## config.mk

```make
export PLATFORM = sky130hd
export DESIGN_NAME = ipf_ctrl
export DESIGN_NICKNAME = d
export VERILOG_FILES = /design/src/rtl/ipf_pkg.sv /design/src/rtl/ipf_ctrl.sv
export SDC_FILE = /design/constraint.sdc
export NUM_CORES = 1
export LEC_CHECK = 0
export BUFFER_PORTS_ARGS = -buffer_cell sky130_fd_sc_hd__buf_2
export CORE_AREA = 2 2 39 41
export DETAILED_ROUTE_END_ITERATION = 10
export DIE_AREA = 0 0 41 43
export GPL_TIMING_DRIVEN = 0
export SLEW_MARGIN = 40
export SYNTH_ARGS = -nofsm -noshare
export SYNTH_HDL_FRONTEND = slang
export SYNTH_SLANG_ARGS = --single-unit
```

## constraint.sdc

```tcl
create_clock -name clk -period 1.58 [get_ports clk]
set_input_delay 0 -clock clk [delete_from_list [all_inputs] [get_ports clk]]
set_output_delay 0 -clock clk [all_outputs]
set_load 0.01 [all_outputs]
```

## src/rtl/ipf_pkg.sv

```systemverilog
`timescale 1ns / 1ps
// Shared types and constants for the IP allow/deny prefix filter.
// No dependencies; ipf_ctrl, ipf_dp and the top level in rtl/ import this package.
package ipf_pkg;

  // Default list depth.
  localparam int MAX_ENTRIES_DEF = 16;

  // Field widths.
  localparam int ADDR_W  = 64;
  localparam int PFX_W   = 8;
  localparam int ATTR_W  = PFX_W + 1;
  localparam int ENTRY_W = 2 * ADDR_W + ATTR_W;

  // Prefix limits per family.
  localparam logic [PFX_W-1:0] PFX_MAX_V4 = 8'd32;
  localparam logic [PFX_W-1:0] PFX_MAX_V6 = 8'd128;

  // Item opcodes.
  typedef enum logic [1:0] {
    OP_CLEAR = 2'd0,
    OP_ALLOW = 2'd1,
    OP_DENY  = 2'd2,
    OP_QUERY = 2'd3
  } ipf_op_t;

  // Result status codes.
  typedef enum logic [1:0] {
    ST_OK     = 2'd0,
    ST_FULL   = 2'd1,
    ST_PREFIX = 2'd2,
    ST_MCAST  = 2'd3
  } ipf_status_t;

  // Controller states.
  typedef enum logic [1:0] {
    S_IDLE = 2'd0,
    S_EXEC = 2'd1,
    S_SCAN = 2'd2,
    S_DONE = 2'd3
  } ipf_state_t;

  // Commands from the controller to the datapath.
  typedef struct packed {
    logic load;       // capture the accepted input word
    logic exec;       // run clear/add, reset scan state
    logic scan_step;  // issue one list read and fold in the last one
    logic out_load;   // move the result into the output register
  } ipf_cmd_t;

  // Status from the datapath to the controller.
  typedef struct packed {
    logic is_query;
    logic scan_more;
  } ipf_stat_t;

endpackage

```

## src/rtl/ipf_ctrl.sv

```systemverilog
`timescale 1ns / 1ps
// Controller state machine for the IP prefix filter: handshakes and sequencing.
// Depends on ipf_pkg.
module ipf_ctrl (
  input  logic               clk,
  input  logic               rst_n,
  input  logic               in_valid,
  output logic               in_ready,
  output logic               out_valid,
  input  logic               out_ready,
  input  ipf_pkg::ipf_stat_t stat,
  output ipf_pkg::ipf_cmd_t  cmd
);

  import ipf_pkg::*;

  ipf_state_t state_r, state_nxt;
  logic       out_valid_r, out_valid_nxt;
  logic       out_free;

  // The output register is free when empty or being drained this cycle.
  assign out_free = !out_valid_r || out_ready;

  // State and output-valid registers.
  always_ff @(posedge clk) begin
    if (!rst_n) begin
      state_r     <= S_IDLE;
      out_valid_r <= 1'b0;
    end else begin
      state_r     <= state_nxt;
      out_valid_r <= out_valid_nxt;
    end
  end

  // Next state and commands.
  always_comb begin
    state_nxt     = state_r;
    out_valid_nxt = out_valid_r && !out_ready;
    cmd           = '0;
    in_ready      = 1'b0;
    unique case (state_r)
      S_IDLE: begin
        in_ready = 1'b1;
        if (in_valid) begin
          cmd.load  = 1'b1;
          state_nxt = S_EXEC;
        end
      end
      S_EXEC: begin
        cmd.exec  = 1'b1;
        state_nxt = stat.is_query ? S_SCAN : S_DONE;
      end
      S_SCAN: begin
        // The cycle with nothing left to issue folds in the final read.
        cmd.scan_step = 1'b1;
        if (!stat.scan_more) begin
          state_nxt = S_DONE;
        end
      end
      S_DONE: begin
        if (out_free) begin
          cmd.out_load  = 1'b1;
          out_valid_nxt = 1'b1;
          state_nxt     = S_IDLE;
        end
      end
      default: state_nxt = S_IDLE;
    endcase
  end

  assign out_valid = out_valid_r;

endmodule

```

==> impl_metrics.csv <==
group,metric,value,unit
timing,tns,0,ns
finish,drive_above_1_share,0.488,
grt,antenna_found_initial,0,
timing,finalHoldViolations,0,
yosys,ys.warnings.count,0,
clock_network,path_clk_slew,0.04,ns
yosys,ys_seq_area_frac,0.238,
setup_path,r2r_slack,0.19,ns
placed_design,post-place-ws,0.176,ns
grt,gr-total-overflow,0,
floorplan,ios,12,
power,cellLeakagePower,0.213,nW
power,cellPowerDensity,1730,nW/um^2
route,drtIter0Drc,3,
route,wl_per_cell,8.49,um
grt,grt_pass1_wl,848,um
route,wl_met3,38,um
yosys,muxShareOfSynthArea,0,
grt,grt_max_degree,7,
floorplan,start_util,0.183,
yosys,synth.net_count,36,
hold_path,hold_end,"state_r[0]",
clock_network,ctsLongestPathBuffers,2,
route,ant_nets,0,
setup_path,rr_worst_depth,5,
setup_path,startpoint,"state_r[0]",
finish,antenna_cells,0,
setup_path,r2r_start,"state_r[0]",
clock_network,hold_buffers,0,
route,vias,228,
yosys,synthAdderAreaFrac,0.198,
yosys,synth_top_family_by_area,"simple AND/OR/NAND/NOR gates",
finish,final_util,0.256,
floorplan,core_area,1380,sq um
placed_design,place_area,328,sq um
route,highest_layer,"met3",
route,viasPerCell,4.00,
setup_path,regToRegEndpoint,"state_r[0]",
floorplan,std_cell_rows,14,
route,drt-total-wl,484,um
timing,tightestPinTransition,0.204,ns
placed_design,dp_cells,53,
timing,fin_skew,0.000914,ns
setup_path,worstPathRequired,1.70,ns
finish,num-nets-final,52,
yosys,synth_compound_area_frac,0.168,
route,wl_met2,231,um
power,total_power,0.614,mW
finish,fin_cells,57,
timing,drv_slew,0,
timing,max_slew_margin,0.864,
floorplan,die_h,43,um
clock_network,clk_latency,0.23,ns
setup_path,cp-start-kind,"flip-flop",
setup_path,worst-setup-path-type,"flip-flop to flip-flop",
yosys,synthTopCellsByArea,"dfxtp_1 24%, ha_1 20%, nand3b_4 7.9%, a31o_1 6.9%, nand2b_4 5.4%",
placed_design,gp_congestion,0.695,
clock_network,post_cts_buffers,0,
clock_network,cts.sinks,3,
yosys,synth-xor-area-share,0,
setup_path,endpoint_kind,"flip-flop",
status,status,"complete, no violations",
yosys,synth_top_area_frac,0.238,
finish,mostFrequentLayoutCells,"11 x buf_2, 4 x ha_1, 3 x inv_1, 3 x clkbuf_4, 3 x dfxtp_1",
timing,whs,0.0177,ns
clock_network,cts_inserted_buffers,3,
route,drcViolationCount,0,
hold_path,min_from,"rst_n",
yosys,synthCells,26,
finish,final_common_cell,"buf_2",
timing,rsz0062_at_grt,"no",
power,ir_worst_vdd,0.000418,V
clock_network,root_buffer,"clkbuf_4",
floorplan,die_w,41,um
yosys,synthesis.area,253,sq um
hold_path,hold_path_depth,2,
timing,period_minus_slack,1.39,ns
setup_path,worstPathArrival,1.50,ns
yosys,postSynthAreaPerCell,9.72,sq um
finish,areaGrowthSynthToFinish,40.1,%
grt,grt_pass1_vias,224,
yosys,synth_cell_types,17,
finish,design_area,354,sq um
job,max_cap_viol_count,0,
yosys,synth-seq-cells,3,
timing,setup_viol,0,
timing,max_freq,722,MHz
clock_network,cts_tree,"built",
yosys,yosys.area.top_type,"dfxtp_1",
route,first_pass_iters,2,
grt,track_usage,0.0752,
placed_design,portBuffers,11,
hold_path,hold_path.class,"primary input to flip-flop",
timing,finalCritPeriodShare,0.877,
setup_path,crit_path_max_fanout,6,
floorplan,dieArea,1760,sq um
route,wl_met1,214,um
yosys,yosys.area_share.simple,0.351,
clock_network,post_cts_resized,0,
clock_network,htree_levels,1,
timing,setup_ws,0.194,ns
how the worst max path moves through the flow:
stage | cells after the start | end | slack (ns)
4_1_cts | 5 | state_r[0] | 0.17
2_1_floorplan | 5 | state_r[0] | 0.25
5_1_grt | 5 | state_r[0] | 0.09
3_5_place_dp | 5 | state_r[0] | 0.18
6_report | 5 | state_r[0] | 0.19
3_3_place_gp | 5 | state_r[0] | 0.19
state kept, by name (all words and copies together) (netlist names):
signal     cells
out_valid      1
state_r        2
layout make-up:
cell class | instances | area (sq um)
clock buffers | 4 | 26.3
inverters | 3 | 11.3
repair buffers | 11 | 55.1
multi-input cells | 20 | 181
well taps | 16 | 20.0
fillers | 164 | 1030
flip-flops and latches | 3 | 60.1
cell families (layout without fill, tap and decap cells):
logic type                 count (synthesis)  in the layout
DFF                                        3              3
AOI/OAI and AO/OA                          5              5
buffers and inverters                      3             18
and+or+nand+nor                           11             11
adders and majority gates                  4              4
per-layer routing:
layer,GRT usage,vias to the layer above
met3,0.0785,0
met1,0.0737,104
met4,0.0200,0
met2,0.106,5
li1,-,119
met5,0,-
cells in the mapped netlist:
master / instances
o22ai_1: 1
nand2b_4: 1
nor2b_1: 1
inv_1: 3
nand3_2: 1
ha_1: 4
a31o_1: 2
dfxtp_1: 3
and2b_1: 1
nand2_2: 1
nor2_1: 2
and2_2: 1
nand3b_4: 1
nand2_1: 1
o311a_1: 1
a21oi_2: 1
nand4_1: 1
worst max-delay path: stages, from the launching register on:
cell and delay, ns:
dfxtp_1 0.41, inv_1 0.09, ha_1 0.27, nand2b_4 0.11, nand3_2 0.07, o311a_1 0.32
power by group:
part	switching [mW]	leakage [nW]	internal, mW
Combinational	0.180	0.174	0.158
Sequential	0.0319	0.0247	0.106
Clock	0.0433	0.0150	0.0949
No activity file was read; power rests on OpenSTA's default activity.
