$ cat config.mk
export PLATFORM = sky130hd
export DESIGN_NAME = ipf_dp
export DESIGN_NICKNAME = d
export VERILOG_FILES = /design/src/rtl/ipf_pkg.sv /design/src/rtl/ipf_ram.sv /design/src/rtl/ipf_dp.sv
export SDC_FILE = /design/constraint.sdc
export NUM_CORES = 2
export LEC_CHECK = 0
export ABC_AREA = 1
export BUFFER_PORTS_ARGS = -buffer_cell sky130_fd_sc_hd__buf_2
export CORE_ASPECT_RATIO = 1.4
export CORE_MARGIN = 2
export CORE_UTILIZATION = 60
export CTS_BUF_LIST = sky130_fd_sc_hd__clkbuf_4 sky130_fd_sc_hd__clkbuf_8
export DETAILED_ROUTE_END_ITERATION = 8
export HOLD_SLACK_MARGIN = 0.03
export MAX_ROUTING_LAYER = met4
export PLACE_DENSITY = 0.76
export REMOVE_ABC_BUFFERS = 1
export SYNTH_ARGS = -nofsm -noshare
export SYNTH_HDL_FRONTEND = slang
export SYNTH_MEMORY_MAX_BITS = 65536
export SYNTH_SLANG_ARGS = --single-unit
$ cat constraint.sdc
create_clock -name clk -period 10.45 [get_ports clk]
set_input_delay 0.5225 -clock clk [delete_from_list [all_inputs] [get_ports clk]]
set_output_delay 0.5225 -clock clk [all_outputs]
set_load 0.02 [all_outputs]
$ cat src/rtl/ipf_pkg.sv
`timescale 1ns / 1ps
// Shared types and constants for the IP allow/deny prefix filter.
// No dependencies; ipf_ctrl, ipf_dp and the top level in rtl/ import this package.
package ipf_pkg;

  // Default list depth.
  localparam int MAX_ENTRIES_DEF = 16;

  // Field widths.
  localparam int ADDR_W  = 64;
  localparam int PFX_W   = 8;
  localparam int ATTR_W  = PFX_W + 1;
  localparam int ENTRY_W = 2 * ADDR_W + ATTR_W;

  // Prefix limits per family.
  localparam logic [PFX_W-1:0] PFX_MAX_V4 = 8'd32;
  localparam logic [PFX_W-1:0] PFX_MAX_V6 = 8'd128;

  // Item opcodes.
  typedef enum logic [1:0] {
    OP_CLEAR = 2'd0,
    OP_ALLOW = 2'd1,
    OP_DENY  = 2'd2,
    OP_QUERY = 2'd3
  } ipf_op_t;

  // Result status codes.
  typedef enum logic [1:0] {
    ST_OK     = 2'd0,
    ST_FULL   = 2'd1,
    ST_PREFIX = 2'd2,
    ST_MCAST  = 2'd3
  } ipf_status_t;

  // Controller states.
  typedef enum logic [1:0] {
    S_IDLE = 2'd0,
    S_EXEC = 2'd1,
    S_SCAN = 2'd2,
    S_DONE = 2'd3
  } ipf_state_t;

  // Commands from the controller to the datapath.
  typedef struct packed {
    logic load;       // capture the accepted input word
    logic exec;       // run clear/add, reset scan state
    logic scan_step;  // issue one list read and fold in the last one
    logic out_load;   // move the result into the output register
  } ipf_cmd_t;

  // Status from the datapath to the controller.
  typedef struct packed {
    logic is_query;
    logic scan_more;
  } ipf_stat_t;

endpackage

$ cat src/rtl/ipf_ram.sv
`timescale 1ns / 1ps
// Generic single-write, single-read RAM with registered read data.
// No dependencies.
module ipf_ram #(
  parameter int WIDTH = 8,
  parameter int DEPTH = 16,
  parameter int AW    = (DEPTH > 1) ? $clog2(DEPTH) : 1
) (
  input  logic             clk,
  input  logic             we,
  input  logic [AW-1:0]    waddr,
  input  logic [WIDTH-1:0] wdata,
  input  logic [AW-1:0]    raddr,
  output logic [WIDTH-1:0] rdata
);

  logic [WIDTH-1:0] mem_r [DEPTH];
  logic [WIDTH-1:0] rdata_r;

  // Write port and registered read port.
  always_ff @(posedge clk) begin
    if (we) begin
      mem_r[waddr] <= wdata;
    end
    rdata_r <= mem_r[raddr];
  end

  assign rdata = rdata_r;

endmodule

$ cat src/rtl/ipf_dp.sv
`timescale 1ns / 1ps
// Datapath for the IP prefix filter: word capture, list RAMs, counts, matching
// and the output register. Depends on ipf_pkg and ipf_ram.
module ipf_dp #(
  parameter int MAX_ENTRIES = ipf_pkg::MAX_ENTRIES_DEF
) (
  input  logic                      clk,
  input  logic                      rst_n,
  input  ipf_pkg::ipf_cmd_t         cmd,
  output ipf_pkg::ipf_stat_t        stat,
  input  logic [1:0]                in_opcode,
  input  logic                      in_is_v6,
  input  logic [ipf_pkg::ADDR_W-1:0] in_addr_hi,
  input  logic [ipf_pkg::ADDR_W-1:0] in_addr_lo,
  input  logic [ipf_pkg::PFX_W-1:0]  in_prefix_len,
  output logic                      out_allowed,
  output logic                      out_allow_hit,
  output logic                      out_deny_hit,
  output logic [1:0]                out_status
);

  import ipf_pkg::*;

  localparam int IDX_W = (MAX_ENTRIES > 1) ? $clog2(MAX_ENTRIES) : 1;
  localparam int CNT_W = $clog2(MAX_ENTRIES + 1);
  localparam logic [CNT_W-1:0] CNT_MAX = CNT_W'(MAX_ENTRIES);

  // Captured input word.
  ipf_op_t           op_r;
  logic              v6_r;
  logic [ADDR_W-1:0] hi_r, lo_r;
  logic [PFX_W-1:0]  pfx_r;

  // List state.
  logic [CNT_W-1:0]  allow_cnt_r, allow_cnt_nxt;
  logic [CNT_W-1:0]  deny_cnt_r, deny_cnt_nxt;
  logic [CNT_W-1:0]  idx_r, idx_nxt, scan_len;
  logic              rd_vld_a_r, rd_vld_a_nxt, rd_vld_d_r, rd_vld_d_nxt;
  logic              issue;

  // Result registers.
  logic              ah_r, ah_nxt, dh_r, dh_nxt;
  ipf_status_t       st_r, st_nxt;
  logic              o_allowed_r, o_ah_r, o_dh_r;
  ipf_status_t       o_st_r;

  // RAM interface.
  logic               we_a, we_d;
  logic [CNT_W-1:0]   wcnt;
  logic [ENTRY_W-1:0] wdata, rdata_a, rdata_d;
  logic               hit_a, hit_d;
  logic               pfx_bad, mcast;

  // Entry match against the captured query address.
  function automatic logic entry_hit(input logic [ENTRY_W-1:0] ent, input logic q6,
                                     input logic [ADDR_W-1:0] qhi,
                                     input logic [ADDR_W-1:0] qlo);
    logic [ADDR_W-1:0] ehi, elo, mh, ml;
    logic [31:0]       m4;
    logic              e6;
    logic [PFX_W-1:0]  p;
    logic              res;
    ehi = ent[ENTRY_W-1 -: ADDR_W];
    elo = ent[ATTR_W +: ADDR_W];
    e6  = ent[PFX_W];
    p   = ent[PFX_W-1:0];
    m4  = ~(32'hFFFF_FFFF >> p);
    mh  = ~({ADDR_W{1'b1}} >> p);
    ml  = (p > 8'd64) ? ~({ADDR_W{1'b1}} >> (p - 8'd64)) : '0;
    if (p == '0) begin
      // Zero IPv4 entry with exact prefix is a wildcard for both families.
      res = (!e6 && elo == '0) || (e6 == q6 && ehi == qhi && elo == qlo);
    end else if (e6 != q6) begin
      res = 1'b0;
    end else if (!e6) begin
      res = ((elo[31:0] ^ qlo[31:0]) & m4) == '0;
    end else begin
      res = (((ehi ^ qhi) & mh) == '0) && (((elo ^ qlo) & ml) == '0);
    end
    return res;
  endfunction

  // Capture the word; IPv4 keeps only the low 32 address bits.
  always_ff @(posedge clk) begin
    if (cmd.load) begin
      op_r  <= ipf_op_t'(in_opcode);
      v6_r  <= in_is_v6;
      hi_r  <= in_is_v6 ? in_addr_hi : '0;
      lo_r  <= in_is_v6 ? in_addr_lo : {32'd0, in_addr_lo[31:0]};
      pfx_r <= in_prefix_len;
    end
  end

  // Add checks.
  assign pfx_bad = pfx_r > (v6_r ? PFX_MAX_V6 : PFX_MAX_V4);
  assign mcast   = v6_r ? (hi_r[63:56] == 8'hFF) : (lo_r[31:28] == 4'hE);
  assign wdata   = {hi_r, lo_r, v6_r, pfx_r};

  // Scan bookkeeping: walk up to the longer list, one entry per cycle.
  assign scan_len       = (allow_cnt_r > deny_cnt_r) ? allow_cnt_r : deny_cnt_r;
  assign stat.scan_more = idx_r < scan_len;
  assign stat.is_query  = op_r == OP_QUERY;
  assign issue          = cmd.scan_step && stat.scan_more;

  assign hit_a = rd_vld_a_r && entry_hit(rdata_a, v6_r, hi_r, lo_r);
  assign hit_d = rd_vld_d_r && entry_hit(rdata_d, v6_r, hi_r, lo_r);

  // Execute, scan and accumulate.
  always_comb begin
    allow_cnt_nxt = allow_cnt_r;
    deny_cnt_nxt  = deny_cnt_r;
    idx_nxt       = idx_r;
    ah_nxt        = ah_r | hit_a;
    dh_nxt        = dh_r | hit_d;
    st_nxt        = st_r;
    we_a          = 1'b0;
    we_d          = 1'b0;
    wcnt          = (op_r == OP_ALLOW) ? allow_cnt_r : deny_cnt_r;
    rd_vld_a_nxt  = issue && (idx_r < allow_cnt_r);
    rd_vld_d_nxt  = issue && (idx_r < deny_cnt_r);
    if (issue) begin
      idx_nxt = CNT_W'(idx_r + 1'b1);
    end
    if (cmd.exec) begin
      idx_nxt = '0;
      ah_nxt  = 1'b0;
      dh_nxt  = 1'b0;
      st_nxt  = ST_OK;
      unique case (op_r)
        OP_CLEAR: begin
          allow_cnt_nxt = '0;
          deny_cnt_nxt  = '0;
        end
        OP_ALLOW, OP_DENY: begin
          if (pfx_bad) begin
            st_nxt = ST_PREFIX;
          end else if (mcast) begin
            st_nxt = ST_MCAST;
          end else if (wcnt >= CNT_MAX) begin
            st_nxt = ST_FULL;
          end else if (op_r == OP_ALLOW) begin
            we_a          = 1'b1;
            allow_cnt_nxt = CNT_W'(allow_cnt_r + 1'b1);
          end else begin
            we_d         = 1'b1;
            deny_cnt_nxt = CNT_W'(deny_cnt_r + 1'b1);
          end
        end
        OP_QUERY: begin
          st_nxt = ST_OK;
        end
        default: st_nxt = ST_OK;
      endcase
    end
  end

  // Control registers.
  always_ff @(posedge clk) begin
    if (!rst_n) begin
      allow_cnt_r <= '0;
      deny_cnt_r  <= '0;
      idx_r       <= '0;
      rd_vld_a_r  <= 1'b0;
      rd_vld_d_r  <= 1'b0;
    end else begin
      allow_cnt_r <= allow_cnt_nxt;
      deny_cnt_r  <= deny_cnt_nxt;
      idx_r       <= idx_nxt;
      rd_vld_a_r  <= rd_vld_a_nxt;
      rd_vld_d_r  <= rd_vld_d_nxt;
    end
  end

  // Result accumulators and output register.
  always_ff @(posedge clk) begin
    ah_r <= ah_nxt;
    dh_r <= dh_nxt;
    st_r <= st_nxt;
    if (cmd.out_load) begin
      o_allowed_r <= ah_r && !dh_r;
      o_ah_r      <= ah_r;
      o_dh_r      <= dh_r;
      o_st_r      <= st_r;
    end
  end

  // Allow and deny list storage.
  ipf_ram #(.WIDTH(ENTRY_W), .DEPTH(MAX_ENTRIES), .AW(IDX_W)) u_allow_ram (
    .clk  (clk),
    .we   (we_a),
    .waddr(wcnt[IDX_W-1:0]),
    .wdata(wdata),
    .raddr(idx_r[IDX_W-1:0]),
    .rdata(rdata_a)
  );

  ipf_ram #(.WIDTH(ENTRY_W), .DEPTH(MAX_ENTRIES), .AW(IDX_W)) u_deny_ram (
    .clk  (clk),
    .we   (we_d),
    .waddr(wcnt[IDX_W-1:0]),
    .wdata(wdata),
    .raddr(idx_r[IDX_W-1:0]),
    .rdata(rdata_d)
  );

  assign out_allowed   = o_allowed_r;
  assign out_allow_hit = o_ah_r;
  assign out_deny_hit  = o_dh_r;
  assign out_status    = o_st_r;

endmodule

==> flow_summary.yaml <==
cts:
  clock_path_buffers: 4
  root_buffer: "clkbuf_8"
  cts_max_level: 6
  cts_inserted_buffers: 678
  path_clk_slew_ns: 0.06
  cts_tree: "yes"
  cts_sinks: 4823
  insertion_delay_ns: 1.15
timing:
  timing.slew.headroom: 0.0899
  finalCritPeriodShare: 0.556
  finalSetupViolations: 0
  rsz0062_at_grt: "no"
  setup_tns_ns: 0
  fin_crit_ns: 5.81
  setup_ws_ns: 4.64
  fmax_mhz: 172
  hold_viol: 0
  skew_ns: 0.124
  worst_pin_slew_ns: 1.35
  drv_slew: 0
  hold-worst-slack_ns: 0.103
synth:
  syn_area_per_cell_um2: 13.6
  seq_area_frac_synth: 0.748
  synth_area_um2: 190000
  synth-edff-count: 4530
  synth_warnings: 0
  ys_seq_elements: 4823
  async_flop_share: 0
  synth_cell_types: 51
  syn_inst: 14000
  ys.flop_type: "edfxtp_1"
floorplan:
  start_util: 0.602
  fp-row-count: 244
  pin_count: 152
  coreArea_um2: 315000
  die_w_um: 479
  fp.dieH_um: 669
  dieArea_um2: 321000
grt:
  gr-total-overflow: 0
  antenna_found_initial: 14
  globalRouteTotalUtil: 0.354
  grt_pass1_vias: 121000
  grt_pass1_wl_um: 802000
  grt_start_max_net_pins: 219
worst_setup_path:
  cp.buffers_inverters: 5
  setup.worst_path.end_class: "flip-flop"
  path_cells: "inv_1 > ha_1 > nand3_1 > o22ai_1 > o21bai_1 > nor2_1 > inv_1 > nor2_1 > inv_2 > nor2_4 > buf_4 > buf_12"
  path_max_fanout: 69
  rrSetupSlack_ns: 4.64
  critPathArrivalTime_ns: 6.47
  critPathLaunchType: "flip-flop"
  crit_path_top_delay_cell: "edfxtp_1"
  cp_top_family: "simple AND/OR/NAND/NOR gates"
  slowest_delay_ns: 1.19
  crit_required_ns: 11.11
  crit_type: "reg -> reg"
power:
  ir_drop_mv: 0.174
  p_leak_nw: 69.2
  pwr_density_cell_nw_per_um2: 189
  finalPower_mw: 39.9
routing:
  vias: 124000
  drtPass1Iterations: 8
  drtAntennaViolNets: 0
  initialDrtViolationCount: 16800
  via_per_inst: 6.46
  post-route-drc-count: 0
  wl_per_cell_um: 29.3
  wl_um: 562000
finish:
  multi_input_area_um2: 43400
  syn_to_final_growth_pct: 11.3
  fillers: 21400
  mostFrequentLayoutCells: "edfxtp_1 (4530), nor2_1 (2636), nand2_1 (1284)"
  regArea_um2: 142000
  final_nets: 14600
  final_common_cell: "edfxtp_1"
  layout-drive-gt1-share: 0.115
  utilization: 0.670
place:
  gp_congestion: 1.01
  io_buffer_count: 151
  dp_slack_ns: 4.81
  dpl.hpwl_um: 316000
outcome:
  status: "finished clean"
job:
  cap_violations: 0
hold_path:
  hp-class: "in -> reg"
per-layer routing:
| layer | wire length (um) | share of wire | GRT usage | up-vias |
|---|---|---|---|---|
| met4 | 44800 | 0.080 | 0.240 | 0 |
| met1 | 195000 | 0.35 | 0.422 | 61500 |
| met5 | 0 | 0 | - | - |
| li1 | - | - | - | 53100 |
| met2 | 269000 | 0.48 | 0.560 | 7611 |
| met3 | 53100 | 0.095 | 0.0570 | 1769 |
metrics by stage:
step | cells | instance area [um2]
finish | 19200 | 211000
global route | 19200 | 211000
CTS | 19200 | 211000
detailed placement | 17800 | 196000
global placement | 17800 | 196000
floorplan | 13100 | 186000
power by group:
part | leakage, nW | switching (mW) | internal, mW
logic | 18.6 | 2.45 | 0.860
registers | 43.3 | 0.244 | 21.5
clock network | 7.37 | 7.08 | 7.80
total | 69.2 | 9.78 | 30.1
cell type report:
cell class                 instances  area share
sequential                      4823       0.673
timing repair buffer             643      0.0258
clock buffer                    1024      0.0585
tap                             4182      0.0248
antenna                           17    0.000202
inverter                         290     0.00530
multi-input combinational       7975       0.206
clock inverter                   219     0.00710
Yosys cell counts (all sizes together) (26+ instances only):
| cell | n | area (um2) |
|---|---|---|
| inv | 284 | 1070 |
| xnor2 | 85 | 744 |
| nand3 | 569 | 2850 |
| o21ai | 1239 | 6200 |
| a21oi | 62 | 310 |
| dfxtp | 293 | 5870 |
| mux2i | 463 | 4630 |
| nand4 | 48 | 300 |
| ha | 31 | 388 |
| nand2 | 1288 | 4840 |
| nor2 | 2691 | 10200 |
| edfxtp | 4530 | 136000 |
| o32ai | 633 | 5540 |
| buf | 175 | 802 |
| o221ai | 463 | 4060 |
| nor4 | 47 | 294 |
| clkbuf | 701 | 2630 |
| nor3 | 26 | 130 |
| xor2 | 166 | 1450 |
| o211ai | 93 | 698 |
path summary, 6_finish.rpt:
path | from | endpoint | cells past startpoint
max | pfx_r[5] | u_allow_ram.mem_r[2][45] | 12
min | in_addr_lo[12] | lo_r[12] | 2
max reg2reg | pfx_r[5] | u_allow_ram.mem_r[2][45] | 12
min reg2reg | ah_r | out_allow_hit | 0
worst reg2reg max path, delay by kind of cell (launching register included):
kind	cells	cell delay, ns
flops	1	1.19
buf+inv	5	1.48
compound gates	2	0.56
fa+ha+maj	1	0.33
simple gates	4	1.58
state kept, by name, summed over array words and instances, names as in the netlist, 2 cells and up:
register           cells
lo_r                  64
allow_cnt_r            5
pfx_r                  8
op_r                   2
idx_r                  5
u_deny_ram.rdata     137
hi_r                  64
deny_cnt_r             5
st_r                   2
u_allow_ram.rdata    137
u_allow_ram.mem_r   2192
out_status             2
u_deny_ram.mem_r    2192
kinds of logic (layout without fill, tap and decap cells):
kind of cell | Yosys count | in the layout | share of synthesized area
adder cells (fa/ha/maj) | 31 | 31 | 0.00205
other | 0 | 17 | 0
AO/OA/AOI/OAI | 2538 | 2538 | 0.0906
flip-flops | 4823 | 4823 | 0.748
AND/OR/NAND/NOR | 4692 | 4692 | 0.0990
XOR/XNOR | 251 | 251 | 0.0116
buffers and inverters | 1166 | 2176 | 0.0239
multiplexers | 463 | 463 | 0.0244
repair_timing:
action                     4_1_cts  5_1_grt
setup endpoints to repair        0        0
hold endpoints to repair       183        0
buffers inserted                 0        0
hold buffers                   160        0
resized for setup                0        0
Note: power is estimated with default switching activity, not from simulation.
